<file path="config.mk">
export PLATFORM = sky130hd
export DESIGN_NAME = mipm_div_cell
export DESIGN_NICKNAME = d
export VERILOG_FILES = /design/src/design/mipm_pkg.sv /design/src/design/mipm_div_cell.sv
export SDC_FILE = /design/constraint.sdc
export NUM_CORES = 1
export LEC_CHECK = 0
export BUFFER_PORTS_ARGS = -buffer_cell sky130_fd_sc_hd__clkbuf_2
export CORE_UTILIZATION = 45
export DETAILED_ROUTE_END_ITERATION = 10
export HOLD_SLACK_MARGIN = 0.08
export PLACE_DENSITY_LB_ADDON = 0.1
export SETUP_SLACK_MARGIN = 0.2
export SLEW_MARGIN = 0
export SYNTH_ARGS = -nofsm -noshare
export SYNTH_HDL_FRONTEND = slang
export SYNTH_SLANG_ARGS = --single-unit
</file>
<file path="constraint.sdc">
create_clock -name clock -period 13.1 [get_ports clock]
set_clock_uncertainty 0.05 [all_clocks]
set_input_delay 0 -clock clock [delete_from_list [all_inputs] [get_ports clock]]
set_output_delay 0 -clock clock [all_outputs]
set_load 0.1 [all_outputs]
</file>
<file path="src/design/mipm_pkg.sv">
// Shared types and fixed-point constants for the inverse Mobius pixel map.
// Used by every module of the block; depends on nothing else.
package mipm_pkg;

   localparam int FRAC_BITS = 24;
   localparam int CRD_W = 12;
   localparam int DIM_W = 13;
   localparam int QB = DIM_W;
   localparam int NW = 15;
   localparam int DW = FRAC_BITS + 7;
   localparam int PW = DW + NW;
   localparam int MW = 2 * DW - 1;
   localparam int NUMW = PW + FRAC_BITS;
   localparam int CMPW = (NUMW > MW + QB) ? NUMW : MW + QB;

   localparam longint COEF_C = ((64'd3 << FRAC_BITS) + 64'd500) / 64'd1000;
   localparam longint COEF_A = ((64'd21 << FRAC_BITS) + 64'd5) / 64'd10;
   localparam logic signed [DW-1:0] COEF_C_S = DW'(COEF_C);
   localparam logic signed [DW-1:0] COEF_A_S = DW'(COEF_A);

   localparam logic CSR_IMAGE_WIDTH = 1'b0;
   localparam logic CSR_IMAGE_HEIGHT = 1'b1;
   localparam logic [DIM_W-1:0] DIM_RESET = 13'd1024;

   typedef struct packed {
      logic [CRD_W-1:0] out_col;
      logic [CRD_W-1:0] out_row;
   } req_word_type;

   typedef struct packed {
      logic [CRD_W-1:0] src_col;
      logic [CRD_W-1:0] src_row;
      logic zero_divisor;
   } rsp_word_type;

   typedef struct packed {
      logic [MW-1:0] m;
      logic zdiv;
      logic xpos;
      logic ypos;
      logic xov;
      logic yov;
      logic [MW-1:0] xrem;
      logic [MW-1:0] yrem;
      logic [QB-1:0] xnum;
      logic [QB-1:0] ynum;
      logic [QB-1:0] xq;
      logic [QB-1:0] yq;
   } div_word_type;

endpackage

</file>
<file path="src/design/mipm_div_cell.sv">
// One restoring-division cell: yields one quotient bit for each coordinate.
// Depends on mipm_pkg.
module mipm_div_cell import mipm_pkg::*; (
   input  logic clock,
   input  logic reset,
   input  logic in_valid,
   input  div_word_type in_word,
   output logic in_stall,
   output logic out_valid,
   output div_word_type out_word,
   input  logic out_stall
);

   logic valid_ff;
   logic en;
   div_word_type word_ff, word_in;
   logic [MW:0] tx, ty;
   logic gx, gy;

   assign en = !valid_ff || !out_stall;
   assign in_stall = !en;

   assign tx = {in_word.xrem, in_word.xnum[QB-1]};
   assign ty = {in_word.yrem, in_word.ynum[QB-1]};
   assign gx = tx >= {1'b0, in_word.m};
   assign gy = ty >= {1'b0, in_word.m};

   always_comb begin
      word_in = in_word;
      word_in.xrem = gx ? MW'(tx - {1'b0, in_word.m}) : MW'(tx);
      word_in.yrem = gy ? MW'(ty - {1'b0, in_word.m}) : MW'(ty);
      word_in.xnum = {in_word.xnum[QB-2:0], 1'b0};
      word_in.ynum = {in_word.ynum[QB-2:0], 1'b0};
      word_in.xq = {in_word.xq[QB-2:0], gx};
      word_in.yq = {in_word.yq[QB-2:0], gy};
   end

   always_ff @(posedge clock) begin
      if (reset) begin
         valid_ff <= 1'b0;
      end else if (en) begin
         valid_ff <= in_valid;
      end
   end

   always_ff @(posedge clock) begin
      if (en) word_ff <= word_in;
   end

   assign out_valid = valid_ff;
   assign out_word = word_ff;

endmodule

</file>
==> results.md <==
* Status: finished, final reports clean
* Critical path arrival at 5.07 ns
* Largest net degree at the start of global routing at 107
* Core box area at 35,600 sq um
* Number of flops mapped to enable cells by yosys at 238
* Final Slew Violations at 0
* Inserted Clock Buffers at 27
* Max-Cap Viols at 0
* Worst Path Max Fanout at 63
* Hold WS at 0.101 ns
* CTS sink cnt at 239
* Fin area at 22,400 sq um
* Detailed-route via count at 15,443
* Cell Area, Placed at 18,900 sq um
* RSZ-0062 raised after global routing: no
* Worst-margin pin slew at 1.16 ns
* Number of global-route vias before repair at 14,940
* Total power at 3.29 mW
* IO Pins at 486
* Setup CP Type: input port to flop
* Fraction of layout cells with a size suffix above 1 at 24.7%
* Die area at 36,900 sq um
* Number of synthesis warnings at 0
* Tcrit/Tclk final at 36.7%
* Worst VDD drop at 150 uV
* Area of the mapped netlist at 16,300 sq um
* FILL cells at 3,008
* Final worst setup slack at 8.29 ns
* Routed length per placed instance at 19.0 um
* Sequential-to-total area share from yosys stat at 44.0%
* Post-route antenna net violation count at 0
* Max incr delay on CP at 0.66 ns
* Die width at 192 um
* Pre-Repair DR Iteration Count at 5
* CTS max path bufs at 3
* Final cell count without fillers at 2,844
* Setup TNS at 0 ns
* Worst slack at placement at 8.30 ns
* Post-Synthesis Cells at 1,665
* Worst-path clk slew at 0.06 ns
* Minimum clock period at 4.81 ns
* Final design utilization at 63.0%
* DRT iter0 DRCs at 912
* CTS tree: yes
* Pwr per Cell Area at 147 nW/um^2
* Cell Chain, Critical Path: dlygate4sd3_1 > clkbuf_2 > inv_1 > ha_1 > nand4_1 > nor2_1 > and4_1 > o31ai_4 > a211oi_4 > a31oi_4 > o21ai_2 > o31a_4 > buf_4 > mux2_2
* Data required, critical path at 13.36 ns
* Final Setup Violations at 0
* Htree depth at 1
* Row count at 69
* FMAX at 208 MHz
* Pleak at 10.1 nW
* FF-to-FF setup slack at 10.04 ns
* Worst skew pair latency at 0.56 ns
* Layout Nets at 2,732
* Area grow syn2layout at 37.6%
* Starting Density at 45.8%
* Die Span Y at 192 um
* Post-Place Cells at 2,532
* GRT Residual Overflow at 0
* Worst Setup End Kind: flop
* Via-to-Cell Ratio at 5.43
* DP Wirelength at 40.6 mm
* Slowest cell on the critical path: buf_4
* Root Driver: clkbuf_16
* First-pass GRT wire length at 80.2 mm
* Syn_area_per_cell at 9.78 sq um
* Final-report hold violation count at 0
* Post_cts resized at 0
* Drt drc at 0
* Total Wirelength at 53.9 mm
* Yosys reg bits at 239
* Top_reg_cell synth: edfxtp_1
* Asr flop ratio synth at 0%
* Relative slew slack at 22.9%
* Min-delay worst type: input port to flop
* Initial antenna violation count at 1
* Critical Path Start Type: input port
* Gr usage total at 28.0%
* Netlist cell types at 84
* GPL Wtd Cong at 0.919
* I/O Buffers at 481
==> final cells by class <==
type	count	area [sq um]	share of cell area (%)
well taps	461	577	2.58
clock buffers	32	694	3.10
flip-flops and latches	239	7170	32.0
repair buffers	750	5090	22.7
clock inverters	15	150	0.670
multi-input cells	1246	8340	37.3
inverters	100	375	1.68
diodes	1	2.50	0.0112
==> where the power goes <==
| part | switching (mW) | internal [mW] |
|---|---|---|
| Clock | 0.318 | 0.420 |
| Combinational | 1.20 | 0.344 |
| Sequential | 0.0339 | 0.977 |
==> cell usage after synthesis, drive strengths merged (10+ instances only) <==
cell | instances | area (sq um)
nand2 | 110 | 413
inv | 100 | 375
o21ai | 86 | 434
and3 | 18 | 118
nor2 | 172 | 646
xor2 | 38 | 333
a21oi | 238 | 1270
o31ai | 12 | 104
a21boi | 10 | 86.3
nor3 | 25 | 140
edfxtp | 238 | 7150
mux2 | 13 | 146
a21o | 82 | 616
nand4 | 45 | 282
o211ai | 12 | 95.1
xnor2 | 67 | 587
a211oi | 15 | 130
a31oi | 22 | 153
buf | 40 | 267
o21bai | 26 | 195
o21a | 11 | 82.6
nand3 | 28 | 140
ha | 122 | 1530
clkbuf | 41 | 158
==> worst max-delay path: cells and delay by family <==
family / cells / cell delay (ns)
buffers and inverters: 4 / 1.36
AND/OR/NAND/NOR: 3 / 1.22
AO/OA/AOI/OAI: 5 / 1.55
multiplexers: 1 / 0.42
adder cells (fa/ha/maj): 1 / 0.44
==> placed cells by master (no fill, tap or decap), drive strengths merged, types with 13 or more instances in the layout <==
cell,Yosys,routed
nand4,45,45
xnor2,67,67
ha,122,122
xor2,38,38
inv,100,102
nor3,25,25
a21oi,238,238
and3,18,18
mux2,13,13
edfxtp,238,238
o21bai,26,26
a31oi,22,22
nand3,28,28
dlygate4sd3,0,264
clkbuf,41,513
o21ai,86,86
nand2,110,110
a211oi,15,15
nor2,172,172
a21o,82,82
==> cell families after synthesis <==
family / after synthesis / synth area share [%]
xor+xnor: 105 / 5.65
compound gates: 553 / 21.8
simple gates: 448 / 13.0
buf+inv: 181 / 4.91
flops: 239 / 44.0
mux: 14 / 0.961
other cells: 1 / 0.0230
fa+ha+maj: 124 / 9.62
==> timing repair <==
action,in CTS,in global routing
setup buffers,0,0
hold buffers,264,0
endpoints found under the hold margin,239,0
==> final timing paths <==
path                                   start      endpoint  depth (start not counted)
worst max-delay path            in_word[206]  out_word[87]                         14
worst min-delay path             in_word[42]  out_word[43]                          2
worst max register to register     out_valid  out_word[46]                          3
worst min register to register     out_valid  out_word[34]                          1
==> registers in the layout, summed over array words and instances, names as in the netlist <==
| name | cells |
|---|---|
| out_valid | 1 |
| out_word | 238 |
==> per-layer routing <==
layer	part of all wire (%)	wire, um	vias up	global-route usage [%]
met3	6.3	3390	67	3.69
met1	42	22600	7269	35.2
met2	49	26700	544	50.0
li1	-	-	7563	-
met4	2.2	1210	0	7.54
met5	0	0	-	0
No activity file was read; power rests on OpenSTA's default activity.
